File: config.mk
export PLATFORM = sky130hd
export DESIGN_NAME = button_edge_autorepeat_pointer
export DESIGN_NICKNAME = d
export VERILOG_FILES = /design/src/sv/bea_pkg.sv /design/src/sv/bea_regs.sv /design/src/sv/bea_engine.sv /design/src/sv/button_edge_autorepeat_pointer.sv
export SDC_FILE = /design/constraint.sdc
export NUM_CORES = 1
export LEC_CHECK = 0
export BUFFER_PORTS_ARGS = -buffer_cell sky130_fd_sc_hd__clkbuf_2
export CORE_ASPECT_RATIO = 0.9
export CORE_UTILIZATION = 45
export DETAILED_ROUTE_END_ITERATION = 8
export PLACE_DENSITY = 0.75
export SLEW_MARGIN = 10
export SYNTH_ARGS = -nofsm -noshare
export SYNTH_HDL_FRONTEND = slang
export SYNTH_SLANG_ARGS = --single-unit
File: constraint.sdc
create_clock -name i_clk -period 6.6 [get_ports i_clk]
set_input_delay 1.32 -clock i_clk [delete_from_list [all_inputs] [get_ports i_clk]]
set_output_delay 1.32 -clock i_clk [all_outputs]
set_load 0.02 [all_outputs]
File: src/sv/bea_pkg.sv
// shared types and constants for the button edge / autorepeat / pointer block
`timescale 1ns / 1ps

package bea_pkg;

    localparam int BUTTONS_W = 25;
    localparam int ELAPSED_W = 16;
    localparam int MOVE_W    = 16;
    localparam int POS_W     = 12;
    localparam int DELAY_W   = 16;
    localparam int DIM_W     = 13;
    localparam int COUNT_W   = 32;
    localparam int DATA_W    = 32;
    localparam int ADDR_W    = 4;
    localparam int SUM_W     = 18;

    localparam logic [DIM_W-1:0] DISPLAY_W_RESET = 13'd640;
    localparam logic [DIM_W-1:0] DISPLAY_H_RESET = 13'd480;
    localparam logic [DIM_W-1:0] DIM_LIMIT_MAX   = 13'd4096;
    localparam logic [DIM_W-1:0] DIM_LIMIT_MIN   = 13'd1;

    typedef enum logic [1:0] {
        REG_FIRST_DELAY    = 2'd0,
        REG_REPEAT_PERIOD  = 2'd1,
        REG_DISPLAY_WIDTH  = 2'd2,
        REG_DISPLAY_HEIGHT = 2'd3
    } t_reg_idx;

    typedef struct packed {
        logic [BUTTONS_W-1:0]     button_levels;
        logic [ELAPSED_W-1:0]     elapsed_ms;
        logic                     pointer_present;
        logic signed [MOVE_W-1:0] move_x;
        logic signed [MOVE_W-1:0] move_y;
    } t_in_item;

    typedef struct packed {
        logic [BUTTONS_W-1:0] held_mask;
        logic [BUTTONS_W-1:0] trigger_mask;
        logic [BUTTONS_W-1:0] repeat_mask;
        logic [POS_W-1:0]     pointer_x;
        logic [POS_W-1:0]     pointer_y;
    } t_out_item;

    typedef struct packed {
        logic [DELAY_W-1:0] first_delay;
        logic [DELAY_W-1:0] repeat_period;
        logic [DIM_W-1:0]   display_width;
        logic [DIM_W-1:0]   display_height;
    } t_cfg;

endpackage

File: src/sv/bea_regs.sv
// apb configuration registers
`timescale 1ns / 1ps

module bea_regs (
    input  logic                         i_clk,
    input  logic                         i_rst_n,
    input  logic                         psel,
    input  logic                         penable,
    input  logic                         pwrite,
    input  logic [bea_pkg::ADDR_W-1:0]   paddr,
    input  logic [bea_pkg::DATA_W-1:0]   pwdata,
    output logic [bea_pkg::DATA_W-1:0]   prdata,
    output logic                         pready,
    output bea_pkg::t_cfg                o_cfg
);

    bea_pkg::t_cfg    r_cfg;
    bea_pkg::t_reg_idx w_idx;
    logic             w_wr;

    assign w_idx  = bea_pkg::t_reg_idx'(paddr[bea_pkg::ADDR_W-1:2]);
    assign w_wr   = psel && penable && pwrite;
    assign pready = 1'b1;
    assign o_cfg  = r_cfg;

    always_ff @(posedge i_clk) begin
        if (!i_rst_n) begin
            r_cfg.first_delay    <= '0;
            r_cfg.repeat_period  <= '0;
            r_cfg.display_width  <= bea_pkg::DISPLAY_W_RESET;
            r_cfg.display_height <= bea_pkg::DISPLAY_H_RESET;
        end else if (w_wr) begin
            unique case (w_idx)
                bea_pkg::REG_FIRST_DELAY: begin
                    r_cfg.first_delay <= pwdata[bea_pkg::DELAY_W-1:0];
                end
                bea_pkg::REG_REPEAT_PERIOD: begin
                    r_cfg.repeat_period <= pwdata[bea_pkg::DELAY_W-1:0];
                end
                bea_pkg::REG_DISPLAY_WIDTH: begin
                    r_cfg.display_width <= pwdata[bea_pkg::DIM_W-1:0];
                end
                bea_pkg::REG_DISPLAY_HEIGHT: begin
                    r_cfg.display_height <= pwdata[bea_pkg::DIM_W-1:0];
                end
            endcase
        end
    end

    always_comb begin
        unique case (w_idx)
            bea_pkg::REG_FIRST_DELAY:
                prdata = bea_pkg::DATA_W'(r_cfg.first_delay);
            bea_pkg::REG_REPEAT_PERIOD:
                prdata = bea_pkg::DATA_W'(r_cfg.repeat_period);
            bea_pkg::REG_DISPLAY_WIDTH:
                prdata = bea_pkg::DATA_W'(r_cfg.display_width);
            bea_pkg::REG_DISPLAY_HEIGHT:
                prdata = bea_pkg::DATA_W'(r_cfg.display_height);
        endcase
    end

endmodule

File: src/sv/bea_engine.sv
// per-poll state and result logic: edges, typematic repeat, pointer clamp
`timescale 1ns / 1ps

module bea_engine #(
    parameter int BUTTON_COUNT = 25
) (
    input  logic                 i_clk,
    input  logic                 i_rst_n,
    input  logic                 i_step,
    input  bea_pkg::t_in_item    i_item,
    input  bea_pkg::t_cfg        i_cfg,
    output bea_pkg::t_out_item   o_result
);

    localparam logic [bea_pkg::BUTTONS_W-1:0] BTN_MASK =
        bea_pkg::BUTTONS_W'((64'd1 << BUTTON_COUNT) - 64'd1);

    logic [bea_pkg::BUTTONS_W-1:0] r_prev_buttons, n_prev_buttons;
    logic [bea_pkg::COUNT_W-1:0]   r_elapsed, n_elapsed;
    logic [bea_pkg::DELAY_W-1:0]   r_delay, n_delay;
    logic [bea_pkg::POS_W-1:0]     r_pos_x, n_pos_x;
    logic [bea_pkg::POS_W-1:0]     r_pos_y, n_pos_y;

    logic [bea_pkg::BUTTONS_W-1:0] w_held, w_trigger, w_repeat;
    logic [bea_pkg::COUNT_W:0]     w_sum;
    logic [bea_pkg::COUNT_W-1:0]   w_acc;
    logic                          w_rep_en, w_fire;

    // add a signed move and clamp into [0, limit-1]
    function automatic logic [bea_pkg::POS_W-1:0] clamp_move(
        input logic [bea_pkg::POS_W-1:0]     pos,
        input logic signed [bea_pkg::MOVE_W-1:0] mv,
        input logic [bea_pkg::DIM_W-1:0]     dim
    );
        logic [bea_pkg::DIM_W-1:0]        lim;
        logic signed [bea_pkg::SUM_W-1:0] sum;
        logic [bea_pkg::POS_W-1:0]        res;
        lim = dim;
        if (dim == '0) begin
            lim = bea_pkg::DIM_LIMIT_MIN;
        end else if (dim > bea_pkg::DIM_LIMIT_MAX) begin
            lim = bea_pkg::DIM_LIMIT_MAX;
        end
        sum = $signed({{(bea_pkg::SUM_W-bea_pkg::POS_W){1'b0}}, pos})
            + $signed({{(bea_pkg::SUM_W-bea_pkg::MOVE_W){mv[bea_pkg::MOVE_W-1]}}, mv});
        if (sum < 0) begin
            res = '0;
        end else if (sum >= $signed({{(bea_pkg::SUM_W-bea_pkg::DIM_W){1'b0}}, lim})) begin
            res = bea_pkg::POS_W'(lim - bea_pkg::DIM_LIMIT_MIN);
        end else begin
            res = sum[bea_pkg::POS_W-1:0];
        end
        return res;
    endfunction

    always_comb begin
        w_held    = i_item.button_levels & BTN_MASK;
        w_trigger = w_held & ~r_prev_buttons;
        w_rep_en  = (i_cfg.repeat_period != '0);

        // saturating elapsed counter
        w_sum = {1'b0, r_elapsed} + (bea_pkg::COUNT_W + 1)'(i_item.elapsed_ms);
        w_acc = w_sum[bea_pkg::COUNT_W] ? '1 : w_sum[bea_pkg::COUNT_W-1:0];

        n_elapsed = w_acc;
        n_delay   = r_delay;
        w_fire    = 1'b0;
        if (w_rep_en) begin
            if (w_trigger != '0) begin
                n_delay   = i_cfg.first_delay;
                w_fire    = 1'b1;
                n_elapsed = '0;
            end else if (w_held != '0 &&
                         w_acc >= bea_pkg::COUNT_W'(r_delay)) begin
                n_delay   = i_cfg.repeat_period;
                w_fire    = 1'b1;
                n_elapsed = '0;
            end
        end
        w_repeat = (!w_rep_en || w_fire) ? w_held : '0;

        n_pos_x = r_pos_x;
        n_pos_y = r_pos_y;
        if (i_item.pointer_present) begin
            n_pos_x = clamp_move(r_pos_x, i_item.move_x, i_cfg.display_width);
            n_pos_y = clamp_move(r_pos_y, i_item.move_y, i_cfg.display_height);
        end
        n_prev_buttons = w_held;

        o_result.held_mask    = w_held;
        o_result.trigger_mask = w_trigger;
        o_result.repeat_mask  = w_repeat;
        o_result.pointer_x    = n_pos_x;
        o_result.pointer_y    = n_pos_y;
    end

    always_ff @(posedge i_clk) begin
        if (!i_rst_n) begin
            r_prev_buttons <= '0;
            r_elapsed      <= '0;
            r_delay        <= '0;
            r_pos_x        <= '0;
            r_pos_y        <= '0;
        end else if (i_step) begin
            r_prev_buttons <= n_prev_buttons;
            r_elapsed      <= n_elapsed;
            r_delay        <= n_delay;
            r_pos_x        <= n_pos_x;
            r_pos_y        <= n_pos_y;
        end
    end

endmodule

File: src/sv/button_edge_autorepeat_pointer.sv
// top level: poll input register, per-poll engine, result register, apb registers
`timescale 1ns / 1ps

// an accepted poll waits in the input register, then passes through the engine into the
//   result register, which presents it to the result transaction
// throughput: one poll per clock while the result side does not stall; the input register
//   refills in the same cycle the engine moves its poll into the result register
// the input side stalls only while both registers hold a transaction and the
//   result side stalls
// reset (synchronous, active low) empties both registers, clears the button,
//   elapsed, delay and pointer state and loads the register reset values
module button_edge_autorepeat_pointer #(
    parameter int BUTTON_COUNT = 25
) (
    input  logic                        i_clk,
    input  logic                        i_rst_n,
    // poll input channel
    input  logic                        i_in_valid,
    output logic                        o_in_stall,
    input  bea_pkg::t_in_item           i_in_data,
    // result channel
    output logic                        o_out_valid,
    input  logic                        i_out_stall,
    output bea_pkg::t_out_item          o_out_data,
    // configuration port
    input  logic                        psel,
    input  logic                        penable,
    input  logic                        pwrite,
    input  logic [bea_pkg::ADDR_W-1:0]  paddr,
    input  logic [bea_pkg::DATA_W-1:0]  pwdata,
    output logic [bea_pkg::DATA_W-1:0]  prdata,
    output logic                        pready
);

    bea_pkg::t_cfg      w_cfg;
    bea_pkg::t_in_item  r_in_item;
    bea_pkg::t_out_item r_out_item, w_result;
    logic               r_in_valid, n_in_valid;
    logic               r_out_valid, n_out_valid;
    logic               w_in_accept, w_advance;

    // register file
    bea_regs u_regs (
        .i_clk   (i_clk),
        .i_rst_n (i_rst_n),
        .psel    (psel),
        .penable (penable),
        .pwrite  (pwrite),
        .paddr   (paddr),
        .pwdata  (pwdata),
        .prdata  (prdata),
        .pready  (pready),
        .o_cfg   (w_cfg)
    );

    // state advances only when the held poll moves into the result register
    bea_engine #(
        .BUTTON_COUNT (BUTTON_COUNT)
    ) u_engine (
        .i_clk    (i_clk),
        .i_rst_n  (i_rst_n),
        .i_step   (w_advance),
        .i_item   (r_in_item),
        .i_cfg    (w_cfg),
        .o_result (w_result)
    );

    // the held poll moves on when the result slot is empty or being drained
    assign w_advance   = r_in_valid && (!r_out_valid || !i_out_stall);
    assign o_in_stall  = r_in_valid && !w_advance;
    assign w_in_accept = i_in_valid && !o_in_stall;

    always_comb begin
        n_in_valid = r_in_valid;
        if (w_in_accept) begin
            n_in_valid = 1'b1;
        end else if (w_advance) begin
            n_in_valid = 1'b0;
        end

        n_out_valid = r_out_valid;
        if (w_advance) begin
            n_out_valid = 1'b1;
        end else if (!i_out_stall) begin
            n_out_valid = 1'b0;
        end
    end

    always_ff @(posedge i_clk) begin
        if (!i_rst_n) begin
            r_in_valid  <= 1'b0;
            r_out_valid <= 1'b0;
        end else begin
            r_in_valid  <= n_in_valid;
            r_out_valid <= n_out_valid;
        end
    end

    // payload registers carry no reset
    always_ff @(posedge i_clk) begin
        if (w_in_accept) begin
            r_in_item <= i_in_data;
        end
        if (w_advance) begin
            r_out_item <= w_result;
        end
    end

    assign o_out_valid = r_out_valid;
    assign o_out_data  = r_out_item;

    // a new press is always also a held button
    a_trigger_in_held: assert property (@(posedge i_clk) disable iff (!i_rst_n)
        o_out_valid |-> ((o_out_data.trigger_mask & ~o_out_data.held_mask) == '0))
        else $error("trigger mask has a bit outside the held mask");

    // repeat fires for all held buttons or none
    a_repeat_all_or_none: assert property (@(posedge i_clk) disable iff (!i_rst_n)
        o_out_valid |-> (o_out_data.repeat_mask == '0 ||
                         o_out_data.repeat_mask == o_out_data.held_mask))
        else $error("repeat mask is neither zero nor the held mask");

    // a poll leaving the input register always lands in the result register
    a_advance_fills_out: assert property (@(posedge i_clk) disable iff (!i_rst_n)
        w_advance |=> r_out_valid)
        else $error("result register empty after an advance");

    // input stalls only when both stages are full and the output is stalled
    a_stall_only_when_full: assert property (@(posedge i_clk) disable iff (!i_rst_n)
        o_in_stall |-> (r_in_valid && r_out_valid && i_out_stall))
        else $error("input stalled with room in the pipeline");

endmodule
[After elaboration in Yosys (flattened, before gate mapping)]
Cells that the tools add are included.
Word-level totals
  bits in registers: 330
  input bits: 117
  word-level logic and storage cells: 91
Cells by class
  add/subtract/negate cells: 5
  magnitude comparators: 7
  equal/unequal tests: 4
  muxes and demuxes: 26
  bitwise logic cells: 2
  reductions and logical operators: 26
Operators by type and width (number)
  32-bit 2-to-1 mux: 4
  32-bit case mux with 4 select lines: 1
  13-bit 2-to-1 mux: 6
  12-bit 2-to-1 mux: 6
  25-bit nonzero test: 2
  13-bit by 16-bit adder with 17-bit output: 2
  17-bit by 14-bit greater-or-equal comparator with 1-bit output: 2
  17-bit by 1-bit less-than comparator with 1-bit output, second input constant: 2
  32-bit by 16-bit adder with 33-bit output: 1
  32-bit by 16-bit greater-or-equal comparator with 1-bit output: 1
  16-bit 2-to-1 mux: 2
  13-bit greater-than comparator, second input constant: 2
  13-bit logical NOT: 2
  25-bit AND: 1
  25-bit NOT: 1
  12-bit by 1-bit subtractor with 12-bit output, second input constant: 2
  16-bit nonzero test: 1
  2-bit AND reduction: 4
  1-bit 2-to-1 mux: 7
  1-bit logical AND: 6
  1-bit logical NOT: 5
  2-bit equality test, second input constant: 2
  2-bit nonzero test: 2
  3-bit AND reduction: 1
  other kinds (4): 5

[Depth between registers and ports, before layout]
Gate-level depths: netlist (run 1).
  depth after elaboration: 8
  mapped depth: 23

[Modules after synthesis]
Synthesis (run 1) repeated with hierarchy kept, for this count alone.
Unflattened totals
  cell total of the unflattened synthesis: 1666
  area total of the unflattened synthesis: 17384.2 µm²
Modules (own cells, without submodules)
  bea_engine: times used 1, cells each 1226, area each 9366.5 µm², sequential area each 1941.9 µm²
  button_edge_autorepeat_pointer: times used 1, cells each 181, area each 5278.8 µm², sequential area each 5235.0 µm²
  bea_regs: times used 1, cells each 259, area each 2738.9 µm², sequential area each 1161.1 µm²

[Worst setup path before layout (run 1)]
OpenSTA, ideal clock, no wires.
  path kind: input port to flip-flop
  from: in i_out_stall
  to: reg r_in_item[0] in the netlist's numbering (enable)
  setup time: 514 ps
  arrival time: 4878 ps
  path slack: 1208 ps
  stages on the path: 2
  buffers on the path: 0
  path through: and3_1 nor2b_1
Between the ends
  longest elaborated chain between the ends: 7
RTL lines
  start, declared: RTL line button_edge_autorepeat_pointer.sv:23  | input logic i_out_stall,
  1-bit logical NOT
  1-bit logical OR: RTL line button_edge_autorepeat_pointer.sv:69  | assign w_advance = r_in_valid && (!r_out_valid || !i_out_stall);
  1-bit logical AND: RTL line button_edge_autorepeat_pointer.sv:69
  1-bit logical NOT: RTL line button_edge_autorepeat_pointer.sv:70  | assign o_in_stall = r_in_valid && !w_advance;
  1-bit logical AND: RTL line button_edge_autorepeat_pointer.sv:70
  1-bit logical NOT: RTL line button_edge_autorepeat_pointer.sv:71  | assign w_in_accept = i_in_valid && !o_in_stall;
  1-bit logical AND: RTL line button_edge_autorepeat_pointer.sv:71
  end signal, assigned: RTL line button_edge_autorepeat_pointer.sv:102  | r_in_item <= i_in_data;
  end, declared: RTL line button_edge_autorepeat_pointer.sv:36  | bea_pkg::t_in_item r_in_item;
No other way between the ends.
A chain may end at the register's enable or synchronous reset.

[Worst setup path after layout (run 1)]
  from: reg r_in_item[33] in the netlist's numbering
  to: reg r_out_item (netlist bit o_out_data[33]) (data pin)
Between the ends
  longest elaborated chain between the ends: 8
RTL lines
  32-bit by 16-bit adder with 33-bit output: RTL line bea_engine.sv:62  | w_sum = {1'b0, r_elapsed} + (bea_pkg::COUNT_W + 1)'(i_item.elapsed_ms);
  32-bit 2-to-1 mux: RTL line bea_engine.sv:63  | w_acc = w_sum[bea_pkg::COUNT_W] ? '1 : w_sum[bea_pkg::COUNT_W-1:0];
  32-bit by 16-bit greater-or-equal comparator with 1-bit output: RTL line bea_engine.sv:74  | w_acc >= bea_pkg::COUNT_W'(r_delay)) begin
  1-bit logical AND: RTL line bea_engine.sv:73  | end else if (w_held != '0 &&
  1-bit 2-to-1 mux: RTL line bea_engine.sv:73
  1-bit 2-to-1 mux: RTL line bea_engine.sv:69  | if (w_trigger != '0) begin
  1-bit 2-to-1 mux: RTL line bea_engine.sv:68  | if (w_rep_en) begin
  1-bit logical OR: RTL line bea_engine.sv:80  | w_repeat = (!w_rep_en || w_fire) ? w_held : '0;
  end signal, assigned: RTL line button_edge_autorepeat_pointer.sv:105  | r_out_item <= w_result;
  end, declared: RTL line button_edge_autorepeat_pointer.sv:37  | bea_pkg::t_out_item r_out_item, w_result;
No other way between the ends.

==> metrics list, run 1 <==
- Crit Path Class: register to register
- Entering global routing, the biggest net connects 71 pins.
* Total CTS buffers: 36
* Worst Hold Class: register to register
* Library cell with the largest summed area after synthesis: edfxtp_1
- In this run, synthesis produced a sequential element count of 330.
- Initial antenna violation count: 0
- The first global-routing pass estimated 65.0 mm of wire.
- Root buffer cell: clkbuf_16
- The later pin in the worst-skew pair is clocked with a latency of 0.54 ns.
* Number of ports placed on the die boundary: 251
- The share of synthesized area in the top cell type comes to 31.0%.
- At the end of routability-driven placement, the weighted congestion stood at 0.937.
* Via Count: 13000
- Highest signal layer in the routed design: met4
- After layout, the worst path uses 90.7% of the clock period.
- Fmax: 167 MHz
* H-tree Lvls: 2
- Floorplan die height: 185 µm
- Via/cell ratio: 5.60
- Setup repair after global routing left no endpoint under its margin.
- After legalization and detailed placement, the total HPWL measured 30.5 mm.
- Counting flops with a built-in enable in the synthesized netlist gives 173.
- For this configuration, the core starts out at a cell density of 46.1%.
* CTS tree: done
- Mapped Avg Cell Area: 10.3 µm²
- The kind of cell with the highest combined delay along the critical path is compound AO/OA/AOI/OAI gates.
- Netlist cell types: 90
* Total GRT Usage: 21.7%
* Max cap viols: 0
- The first TritonRoute pass finished after 5 iterations.
- The number of failing hold endpoints at the final stage is 0.
* Antenna Diode Count: 0
* Number of instances resized during post-cts repair: 0
- In this run the remaining antenna-violating nets after routing total 0.
- The synthesized netlist occupies a cell area of 16800 µm².
* Count of final setup violators: 0
- For the worst setup path, the data required time is 6.87 ns.
* Utilization after layout: 53.3%
- Max rail drop VDD: 0.191 mV
* Via count of the first global-routing pass: 12300
- After global routing the overflow that remains totals 0.
- Critical path, cell by cell: ha_1 > fa_1 > a211oi_1 > o211ai_1 > a41o_1 > o2111ai_1 > and2_1 > nor2_1 > nor2_1 > inv_1 > ha_1 > a21o_1 > a21oi_1 > nand3_1 > a2111oi_0 > nand4_1 > or4_4 > nor3_1 > a21o_1 > and3b_1 > buf_4 > nor2b_1
- Layout overhead on the synthesized area: 15.6%
* Setup repair bufs after CTS: 0
- The final-report max-slew violation count was 0.
* Register-to-register setup slack: 0.61 ns
- After detailed routing, the met2 layer carries 19.7 mm of wire.
* Slowest cell delay on critical path: 0.57 ns
* Leakage Power: 0.00778 µW
- WL met3: 2.92 mm
* Most used flip-flop cell after synthesis: edfxtp_1
- After detailed routing, the average wire length per cell comes to 18.2 µm.
- For the final routed database, the setup TNS stands at 0 ns.
* Ratio of cells with drive above 1 in the final layout: 19.0%
- Data on the critical path arrives at its endpoint at 6.26 ns.
- The flow ran to the end, and the final reports show no timing, DRC or antenna violations.
* Clock sink count: 330
- Power spread over the standard cell area amounts to 253 nW/µm².
* Dpl ws: 0.666 ns
- Total Wirelength: 42.2 mm
- Clock-pin slew was measured on the worst setup and hold paths at 0.06 ns.
* Die span in x: 206 µm
- Subtracting the final worst setup slack from the clock period gives 5.99 ns.
* Num rows: 66
- DRT iter0 DRCs: 918
* Net count of the finished layout: 2023
- Counting both buffers and inverters, the worst setup path holds a total of 2.
* Startpoint type of the worst setup path: register
* Number of instances in the synthesized netlist: 1625
- STA classifies the critical path endpoint as a register.
- Critical-path maximum fanout: 25
- Number of buffer cells added on primary ports: 215
- Hold Buf Count CTS: 0
- Headroom to the max-slew limit came out at 22.3%.
* Die Area: 38100 µm²
- Power comes to 4900 µW.
- By area the synthesized netlist is led by edfxtp_1, dfxtp_1, ha_1, nand2_1, a21boi_0.
- Sequential fraction of the synthesis area: 49.7%
- In the post-route analysis, the smallest setup slack over all paths is 0.611 ns.
- Cell with the biggest individual delay on the critical path: or4_4
- The clock arrives with 0.0178 ns of skew.
- After synthesis, the share of flip-flops with an asynchronous set or reset is 0%.
* DRC violation count after routing: 0
* Slew @ Worst Pin: 1.16 ns
- CTS max path bufs: 3
- After floorplanning, the core was sized to cover 36400 µm².
- Met1 layer wirelength in the final routing: 18.4 mm
- The Yosys step of the flow raised 0 warnings.
sequential cells by signal, indices dropped and copies added (netlist names):
| register | count |
|---|---|
| o_out_data | 99 |
| o_out_valid | 1 |
| r_in_item | 74 |
| r_in_valid | 1 |
| u_engine.r_delay | 16 |
| u_engine.r_elapsed | 32 |
| u_engine.r_pos_x | 12 |
| u_engine.r_pos_y | 12 |
| u_engine.r_prev_buttons | 25 |
| u_regs.o_cfg | 58 |
cell usage in the layout (no fill, tap or decap), drive strengths merged, types with 14 or more instances in the layout:
cell type  count
a21boi        67
a21o          20
nor4          22
o21ai         74
nand4         20
conb          17
xor2          14
ha            84
inv           57
mux2i         46
nor2b         76
nand3         42
buf           15
nor3          19
dfxtp        157
edfxtp       173
o211a         19
xnor2         34
a22o          16
nand2b        15
nor2          80
nand2        253
a21oi         68
clkbuf       264
worst paths after layout:
check / from / end / cells past startpoint
max: r_in_item[33] / o_out_data[33] / 22
min: u_engine.r_elapsed[7] / u_engine.r_elapsed[7] / 2
max reg2reg: r_in_item[33] / o_out_data[33] / 22
min reg2reg: u_engine.r_elapsed[7] / u_engine.r_elapsed[7] / 2
final cells by class:
class / instances / area, µm²
multi-input combinational: 1168 / 7900
sequential: 330 / 8340
timing repair buffer: 230 / 1190
tap: 476 / 596
clock buffer: 49 / 980
fill: 3245 / 17000
clock inverter: 17 / 201
inverter: 53 / 201
through the flow:
| step | cell area [µm²] | cells | hold WS (ns) |
|---|---|---|---|
| finish | 19400 | 2323 | 0.459 |
| CTS | 19400 | 2323 | 0.465 |
| global route | 19400 | 2323 | 0.484 |
| detailed placement | 18200 | 2257 | 0.450 |
| floorplan | 16800 | 1640 | 0.429 |
| global placement | 18200 | 2257 | 0.440 |
kinds of logic (layout without fill, tap and decap cells):
kind of cell             Yosys count  count (layout)  synth area share, %
buffers and inverters            142             349                 3.70
AND/OR/NAND/NOR                  576             576                 16.7
AO/OA/AOI/OAI                    368             368                 15.4
XOR/XNOR                          48              48                 2.51
other                              2              17               0.0447
adder cells (fa/ha/maj)           87              87                 6.62
flip-flops                       330             330                 49.7
multiplexers                      72              72                 5.36
per-layer routing:
metal | track usage [%] | up-vias
li1 | - | 6280
met1 | 28.7 | 6222
met2 | 35.5 | 431
met3 | 4.19 | 79
met4 | 6.99 | 0
met5 | 0 | -
where the power goes:
group / internal (µW) / leakage (µW) / switching [µW]
sequential: 2260 / 0.00293 / 55.5
combinational: 221 / 0.00428 / 347
clock: 1180 / 0.000576 / 845
total: 3660 / 0.00778 / 1250
tightest hold or removal path, cell delays in order, from the launching register on:
cell     delay, ns
dfxtp_1       0.33
nand2_1       0.05
o21ai_0       0.05
Yosys cell counts, drive strengths merged, types with 9 or more instances:
cell / number
edfxtp: 173
nor3: 19
a22o: 16
nor4: 22
o21ai: 74
nand2b: 15
o211a: 19
mux4: 13
xnor2: 34
inv: 51
mux2: 13
o2bb2ai: 10
nand2: 253
mux2i: 46
a211oi: 9
o21a: 10
xor2: 14
nand4: 20
buf: 40
clkbuf: 49
nor2: 80
a21o: 20
nor2b: 76
nand3: 42
or3: 9
ha: 84
a21boi: 67
a21oi: 68
a31o: 13
dfxtp: 157
Note: power is estimated with default switching activity, not from simulation.
==> run 2: changes to the inputs <==
--- a/config.mk
+++ b/config.mk
@@ -5,11 +5,11 @@
 export SDC_FILE = /design/constraint.sdc
 export NUM_CORES = 1
 export LEC_CHECK = 0
-export BUFFER_PORTS_ARGS = -buffer_cell sky130_fd_sc_hd__clkbuf_2
 export CORE_ASPECT_RATIO = 0.9
 export CORE_UTILIZATION = 45
 export DETAILED_ROUTE_END_ITERATION = 8
-export PLACE_DENSITY = 0.75
+export DONT_BUFFER_PORTS = 1
+export PLACE_DENSITY = 0.71
 export SLEW_MARGIN = 10
 export SYNTH_ARGS = -nofsm -noshare
 export SYNTH_HDL_FRONTEND = slang
==> run 2 against run 1 <==
Effect of this change:
- sequential cell count did not move
- global-route usage fell by 0.45 points
- sequential power rose by 2%
- clock-buffer cell count fell by 2
- largest cell class unchanged
- highest routed layer unchanged
==> metrics list, run 2 (synthesis results as in run 1) <==
* Result of the run: finished, final reports clean
* Ratio of cells with drive above 1 in the final layout: 8.34% (-11 points)
* Area of the core region: 36400 µm² (unchanged)
- Unrepaired setup endpoints after global routing: false
- The number of buffers and inverters on the critical path came to 1 (-1).
- The site row count is 66 (unchanged).
- WL per Instance: 19.3 µm (+6.5%)
- The switching component of the power is 1180 µW (-5.6%).
- Critical path, cell by cell: ha_1 > fa_1 > a211oi_1 > o211ai_1 > a41o_1 > o2111ai_1 > and2_1 > nor2_1 > nor2_1 > inv_1 > ha_1 > a21o_1 > a21oi_1 > o21ai_0 > a31oi_1 > a21oi_1 > or4_4 > nor4_4 > o211ai_2 > a21oi_1 > a21o_1
* Max cap viols: 0 (unchanged)
* DRC violation count after routing: 0 (unchanged)
* Slew headroom: 17.7% (-4.6 points)
- Initial antenna violation count: 0 (unchanged)
- Leaving out fill and tap cells, the most frequent cell in the layout is nand2_1.
* Antenna Diode Count: 0 (unchanged)
- Startpoint type of the worst setup path: register
- The overall via count from detail_route is 12000 (-7.7%).
* Layout overhead on the synthesized area: 9.45%
* Overflow after GRT: 0 (unchanged)
- The tree is rooted in a clkbuf_16.
* Data arrival time of the critical path: 6.57 ns (+0.31 ns)
- The static power due to leakage came to 0.00690 µW (-11%).
* Combined area of the multi-input logic cells: 7900 µm² (unchanged)
* Crit path time final: 6.11 ns (+0.119 ns)
- Register cell area after layout: 8340 µm² (unchanged)
* Critical path required time: 7.06 ns (+0.19 ns)
- The effective utilization at floorplan came to 46.1% (unchanged).
- The peak ir drop on the vdd network came to 0.218 mV (+14%).
- Counting stages on the worst path, the most repeated cell is a21oi_1.
- The number of global-route vias before repair is 11600 (-5.5%).
- Die span in x: 206 µm (unchanged)
- STA classifies the critical path endpoint as a register.
- Slew @ Worst Pin: 1.23 ns (+0.0707 ns)
* Largest register FFs: 99 (unchanged)
- Crit Path Class: register to register
- The design internal power is 3710 µW (+1.6%).
- Number of ports placed on the die boundary: 251 (unchanged)
* Most frequent cells in the layout: nand2_1, edfxtp_1, dfxtp_1, ha_1, nor2_1
- The clock latency on the worst-skew pair was 0.54 ns (about the same).
- Number of instances resized during post-cts repair: 0 (unchanged)
- Power per standard cell area: 266 nW/µm² (+5.4%)
* Sum of negative setup slack: 0 ns (unchanged)
- Number of fill cells: 3214 (-0.96%)
- The switching share of power came to 24.1% (-1.4 points).
- Clock slew at reported path FFs: 0.06 ns (about the same)
- Total power draw: 4890 µW (-0.22%)
- The number of H-tree levels is 2 (unchanged).
- The global-route wire length before repair came to 63.4 mm (-2.4%).
- The final estimated routing congestion in global placement was 0.942 (+0.57%).
- The portion of total power attributed to combinational logic was 9.2% (-2.4 points).
- Critical-path maximum fanout: 18 (-28%)
* Total half-perimeter wirelength after legalization and detailed placement: 29.1 mm (-4.4%)
- Net count of the finished layout: 1806 (-11%)
* Via/cell ratio: 5.70 (+1.8%)
- CTS tree: done
- Total Wirelength: 40.7 mm (-3.4%)
* Cell with the biggest individual delay on the critical path: nor2_1
* DRT iter0 DRCs: 945 (+2.9%)
- Floorplan die height: 185 µm (unchanged)
- The number of detailed-route iterations in the first pass is 5 (unchanged).
- Die Area: 38100 µm² (unchanged)
- The pin count of the biggest net entering global routing is 110 (+55%).
- The final-report max-slew violation count is 0 (unchanged).
* Fmax: 164 MHz (-1.9%)
- CTS max path bufs: 3 (unchanged)
* Cell family with the largest share of critical-path delay: compound AO/OA/AOI/OAI gates
- The worst reg-to-reg setup slack is 0.49 ns (-0.12 ns).
* Setup repair bufs after CTS: 0 (unchanged)
- Total CTS buffers: 36 (unchanged)
- The clock share of power was 42.6% (+1.4 points).
* Number of buffer cells added on primary ports: 0 (-100%)
* Worst Hold Class: register to register
- Hold Buf Count CTS: 0 (unchanged)
- Post-route fraction of the period consumed by the critical path: 92.5% (+1.8 points)
* Routed Antenna Nets: 0 (unchanged)
- The share of total power in sequential cells came to 48.1% (+0.9 points).
- The count of final setup violators was 0 (unchanged).
- The total global-route track usage came to 21.2% (-0.45 points).
- Clock sink count: 330 (unchanged)
- The largest clock skew in the final design is 0.0221 ns (+0.00431 ns).
- The delay contributed by the slowest stage of the critical path was 0.92 ns (+0.35 ns).
- Final number of hold-violating endpoints: 0 (unchanged)
==> run 2: final timing paths <==
check | from | to | cells after the start
worst max-delay path | u_engine.r_elapsed[0] | u_engine.r_elapsed[25] | 21
worst min-delay path | u_engine.r_elapsed[5] | u_engine.r_elapsed[5] | 2
worst max register to register | u_engine.r_elapsed[0] | u_engine.r_elapsed[25] | 21
worst min register to register | u_engine.r_elapsed[5] | u_engine.r_elapsed[5] | 2
==> run 2: final cells by class <==
type | count | area share, %
flip-flops and latches | 330 | 45.4
multi-input cells | 1168 | 43.0
clock buffers | 47 | 5.47
well taps | 476 | 3.24
clock inverters | 19 | 1.24
inverters | 53 | 1.11
repair buffers | 13 | 0.531
==> run 2: power groups by stage <==
stage          Clock, µW  Combinational, µW  Sequential, µW
2_1_floorplan          0                373            2380
3_3_place_gp           0                437            2400
3_5_place_dp           0                450            2400
4_1_cts             2140                453            2360
5_1_grt             2220                510            2360
6_report            2090                452            2360
==> run 2: worst reg2reg max path, cell delays in order, from the launching register on <==
cell and delay, ns:
dfxtp_1 0.34, ha_1 0.22, fa_1 0.26, a211oi_1 0.11, o211ai_1 0.33, a41o_1 0.33
o2111ai_1 0.21, and2_1 0.25, nor2_1 0.92, nor2_1 0.25, inv_1 0.12, ha_1 0.24
a21o_1 0.18, a21oi_1 0.13, o21ai_0 0.14, a31oi_1 0.18, a21oi_1 0.10, or4_4 0.59
nor4_4 0.37, o211ai_2 0.40, a21oi_1 0.26, a21o_1 0.11
==> run 2: per-stage QoR <==
step	cells	instance area, µm²	setup slack [ns]	hold slack [ns]	utilization [%]
floorplan	1640	16800	1.21	0.429	-
global placement	2040	17100	0.687	0.442	47.1
global route	2106	18400	0.109	0.483	50.4
detailed placement	2040	17100	0.566	0.450	47.1
finish	2106	18400	0.493	0.461	50.4
CTS	2106	18400	0.533	0.463	50.4
==> run 2: routing by layer <==
layer / wire (µm) / GRT usage, % / vias up
li1: - / - / 5844
met1: 17900 / 27.5 / 5761
met2: 18900 / 34.9 / 340
met3: 2900 / 5.23 / 60
met4: 992 / 6.22 / 0
met5: 0 / 0 / -
==> run 3: changes to the inputs <==
--- a/config.mk
+++ b/config.mk
@@ -13,4 +13,5 @@
 export SLEW_MARGIN = 10
 export SYNTH_ARGS = -nofsm -noshare
 export SYNTH_HDL_FRONTEND = slang
+export SYNTH_HIERARCHICAL = 1
 export SYNTH_SLANG_ARGS = --single-unit
==> run 3 against run 2 <==
Effect of this change:
- wire length increased by 6.2%
- core utilization shrank 1.0 points
- critical path depth stayed put
- sequential cell count is the same
- largest cell class unchanged
- clock power decreased by 4%
- highest routed layer is now met5
==> metrics list, run 3 <==
- Result of the run: finished, final reports clean
- The effective utilization at floorplan came to 46.2% (+0.10 points).
- The path class of the tightest hold or removal check is register to register.
- The setup slack at placement came to 0.872 ns (+0.306 ns).
- Clock slew at reported path FFs: 0.06 ns (about the same)
- Post-synthesis instance area: 17400 µm² (+3.6%)
* DRC violation count after routing: 0 (unchanged)
* Data arrival time of the critical path: 6.13 ns (-0.44 ns)
- Synthesis warning total: 6 (+6)
* Total GRT Usage: 21.7% (+0.52 points)
- The core utilization of the finished layout is 49.4% (-1.0 points).
- The final estimated routing congestion in global placement was 0.879 (-6.7%).
* Hold Buf Count CTS: 0 (unchanged)
- Final Instance Count excl. Fillers: 2121 (+0.71%)
* Max-slew violations: 0 (unchanged)
* Sum of negative setup slack: 0 ns (unchanged)
* Most frequent cells in the layout: nand2_1, edfxtp_1, dfxtp_1, mux2i_1, nor2_1
- Library cell with the largest summed area after synthesis: edfxtp_1
* Slowest cell delay on critical path: 0.59 ns (-0.33 ns)
* Leading cell type by number of instances after synthesis: nand2_1
- The register cell area after layout is 8340 µm² (unchanged).
- Critical Path End Type: register
- Initial DRT Pass Iterations: 5 (unchanged)
- The proportion of synthesized flip-flops having asynchronous set or reset is 0% (unchanged).
- Floorplan die height: 188 µm (+1.8%)
* Synth top area share: 29.9% (-1.1 points)
* Crit Path Class: register to register
* Initial antenna violation count: 1 (+1)
* Slew @ Worst Pin: 1.22 ns (-0.0133 ns)
- The number of I/O pins was 251 (unchanged).
- The width of the die was 209 µm (+1.8%).
- Total CTS buffers: 36 (unchanged)
- H-tree Lvls: 2 (unchanged)
* Slew headroom: 18.8% (+1.1 points)
- The die outline area is 39400 µm² (+3.5%).
- The multi-input gate area in the final layout came to 8190 µm² (+3.7%).
- The number of register bits inferred by synthesis was 330 (unchanged).
- In the synthesized netlist the dominant register cell turns out to be edfxtp_1.
- The fraction of the yosys area taken by sequential cells is 48.0% (-1.7 points).
- Final hold slack: 0.440 ns (-0.0205 ns)
- CTS max path bufs: 3 (unchanged)
* Total Wirelength: 43.2 mm (+6.2%)
- STA classifies the critical path startpoint as a register.
- Sorting the synthesized cells by area gives the leading types as edfxtp_1, dfxtp_1, mux2i_1, ha_1, nand2_1.
- Max rail drop VDD: 0.240 mV (+9.7%)
- The number of post-CTS setup repair buffers came to 0 (unchanged).
* CP Buf/Inv Count: 2 (+1)
* Maximum clock skew at final layout: 0.0187 ns (-0.00339 ns)
- DRT iter0 DRCs: 1035 (+9.5%)
- The count of final setup violators was 0 (unchanged).
- Post-synth top cells: nand2_1, edfxtp_1, dfxtp_1
- Unrepaired setup endpoints after global routing: false
- Via/cell ratio: 5.89 (+3.3%)
- The number of failing hold endpoints at the final stage is 0 (unchanged).
- Number of instances in the synthesized netlist: 1666 (+2.5%)
- Area of the core region: 37600 µm² (+3.4%)
- The overall via count from detail_route is 12500 (+4.1%).
- The library cell used most frequently in the layout, excluding fill and tap cells, is nand2_1.
- The leftover overflow at the end of global routing is 0 (unchanged).
* First-pass GRT wire length: 67.1 mm (+5.9%)
* Critical path, cell by cell: ha_1 > fa_1 > a211oi_1 > o21ai_1 > o31a_1 > o31a_2 > and3_1 > nor2b_1 > inv_1 > ha_1 > a21oi_1 > o21ai_0 > a41oi_1 > nor2_1 > o31ai_1 > nor4bb_1 > o2111ai_2 > o21ai_2 > and3_2 > buf_12 > nor2b_1
* Number of buffer cells added on primary ports: 0 (unchanged)
- The flip-flop count of the largest register after layout was 99 (unchanged).
- Antenna Diode Count: 0 (unchanged)
- Number of fill cells: 3312 (+3.0%)
- Latest clock arrival within the worst-skew pair: 0.57 ns (+0.03 ns)
- Broken down by cell family, the worst path's largest delay share belongs to compound AO/OA/AOI/OAI gates.
* Power per standard cell area: 263 nW/µm² (-1.3%)
- Fmax: 171 MHz (+4.7%)
- Cell with the biggest individual delay on the critical path: nor4bb_1
- Num rows: 67 (+1.5%)
- WL per Instance: 20.4 µm (+5.4%)
- The number of nets still failing antenna checks after routing came to 0 (unchanged).
- Critical path required time: 6.90 ns (-0.16 ns)
- Net count of the finished layout: 1814 (+0.44%)
- The post-DP HPWL came to 30.9 mm (+6.1%).
* Mapped Avg Cell Area: 10.4 µm² (+1.0%)
- Clock sink count: 330 (unchanged)
- The number of enable-type register cells in the synthesized netlist came to 173 (unchanged).
- Netlist cell types: 91 (+1.1%)
- The post-route minimum period was 5.84 ns (-0.272 ns).
- Clock tree synthesis selected as its root buffer the cell clkbuf_16.
- Post-route fraction of the period consumed by the critical path: 88.4% (-4.1 points)
- The fraction of final layout cells with drive strength greater than 1 was 6.84% (-1.5 points).
* CTS tree: done
- The largest fanout on the critical path came to 25 (+7).
* Final setup slack of the worst path: 0.765 ns (+0.272 ns)
- The instance count after placement with tap cells included was 2055 (+0.74%).
- Number of instances resized during post-cts repair: 0 (unchanged)
* Leakage Power: 0.00712 µW (+3.1%)
- The pin count of the biggest net entering global routing is 97 (-12%).
- Relative to the synthesized area, the layout overhead comes to 6.97%.
- Via count of the first global-routing pass: 11900 (+2.6%)
* Max cap viols: 0 (unchanged)
## run 3: worst min-delay path, stage by stage (launching register included)
cell	delay (ns)
dfxtp_1	0.31
nand2_1	0.05
nand2_1	0.04
## run 3: stage by stage
stage / total power, µW / instance area [µm²]
floorplan: 2820 / 17400
global placement: 2910 / 17400
detailed placement: 2930 / 17400
CTS: 4950 / 18600
global route: 5090 / 18600
finish: 4890 / 18600
## run 3: routing by layer
| metal | GRT usage [%] | vias to the layer above | wire length [µm] |
|---|---|---|---|
| met4 | 7.81 | 2 | 1210 |
| met1 | 28.0 | 6018 | 18800 |
| met3 | 4.95 | 68 | 3070 |
| li1 | - | 5954 | - |
| met2 | 35.7 | 450 | 20100 |
| met5 | 0 | - | 17 |
## run 3: worst paths after layout
kind                           from  slack (ns)                      to  cells past startpoint
max                   r_in_item[33]        0.76          o_out_data[38]                     21
min          u_engine/r_elapsed[10]        0.44  u_engine/r_elapsed[10]                      2
max reg2reg           r_in_item[33]        0.76          o_out_data[38]                     21
min reg2reg  u_engine/r_elapsed[10]        0.44  u_engine/r_elapsed[10]                      2
## run 3: cells by family (layout without fill, tap and decap cells)
family	after synthesis	after routing	synth area share, %
simple gates	552	552	15.6
mux	138	138	8.99
xor+xnor	49	49	2.47
other cells	2	17	0.0432
compound gates	337	337	13.1
fa+ha+maj	87	87	6.39
buf+inv	171	128	5.46
flops	330	330	48.0
## run 3: power breakdown
group / internal (µW) / switching (µW)
Combinational: 201 / 328
Clock: 1170 / 834
Sequential: 2270 / 94.4
## run 3: area by class of cell
class	count	share of cell area, %
clock inverter	25	1.31
sequential	330	44.8
multi-input combinational	1180	44.0
timing repair buffer	15	0.673
tap	483	3.25
inverter	47	0.949
clock buffer	41	4.95
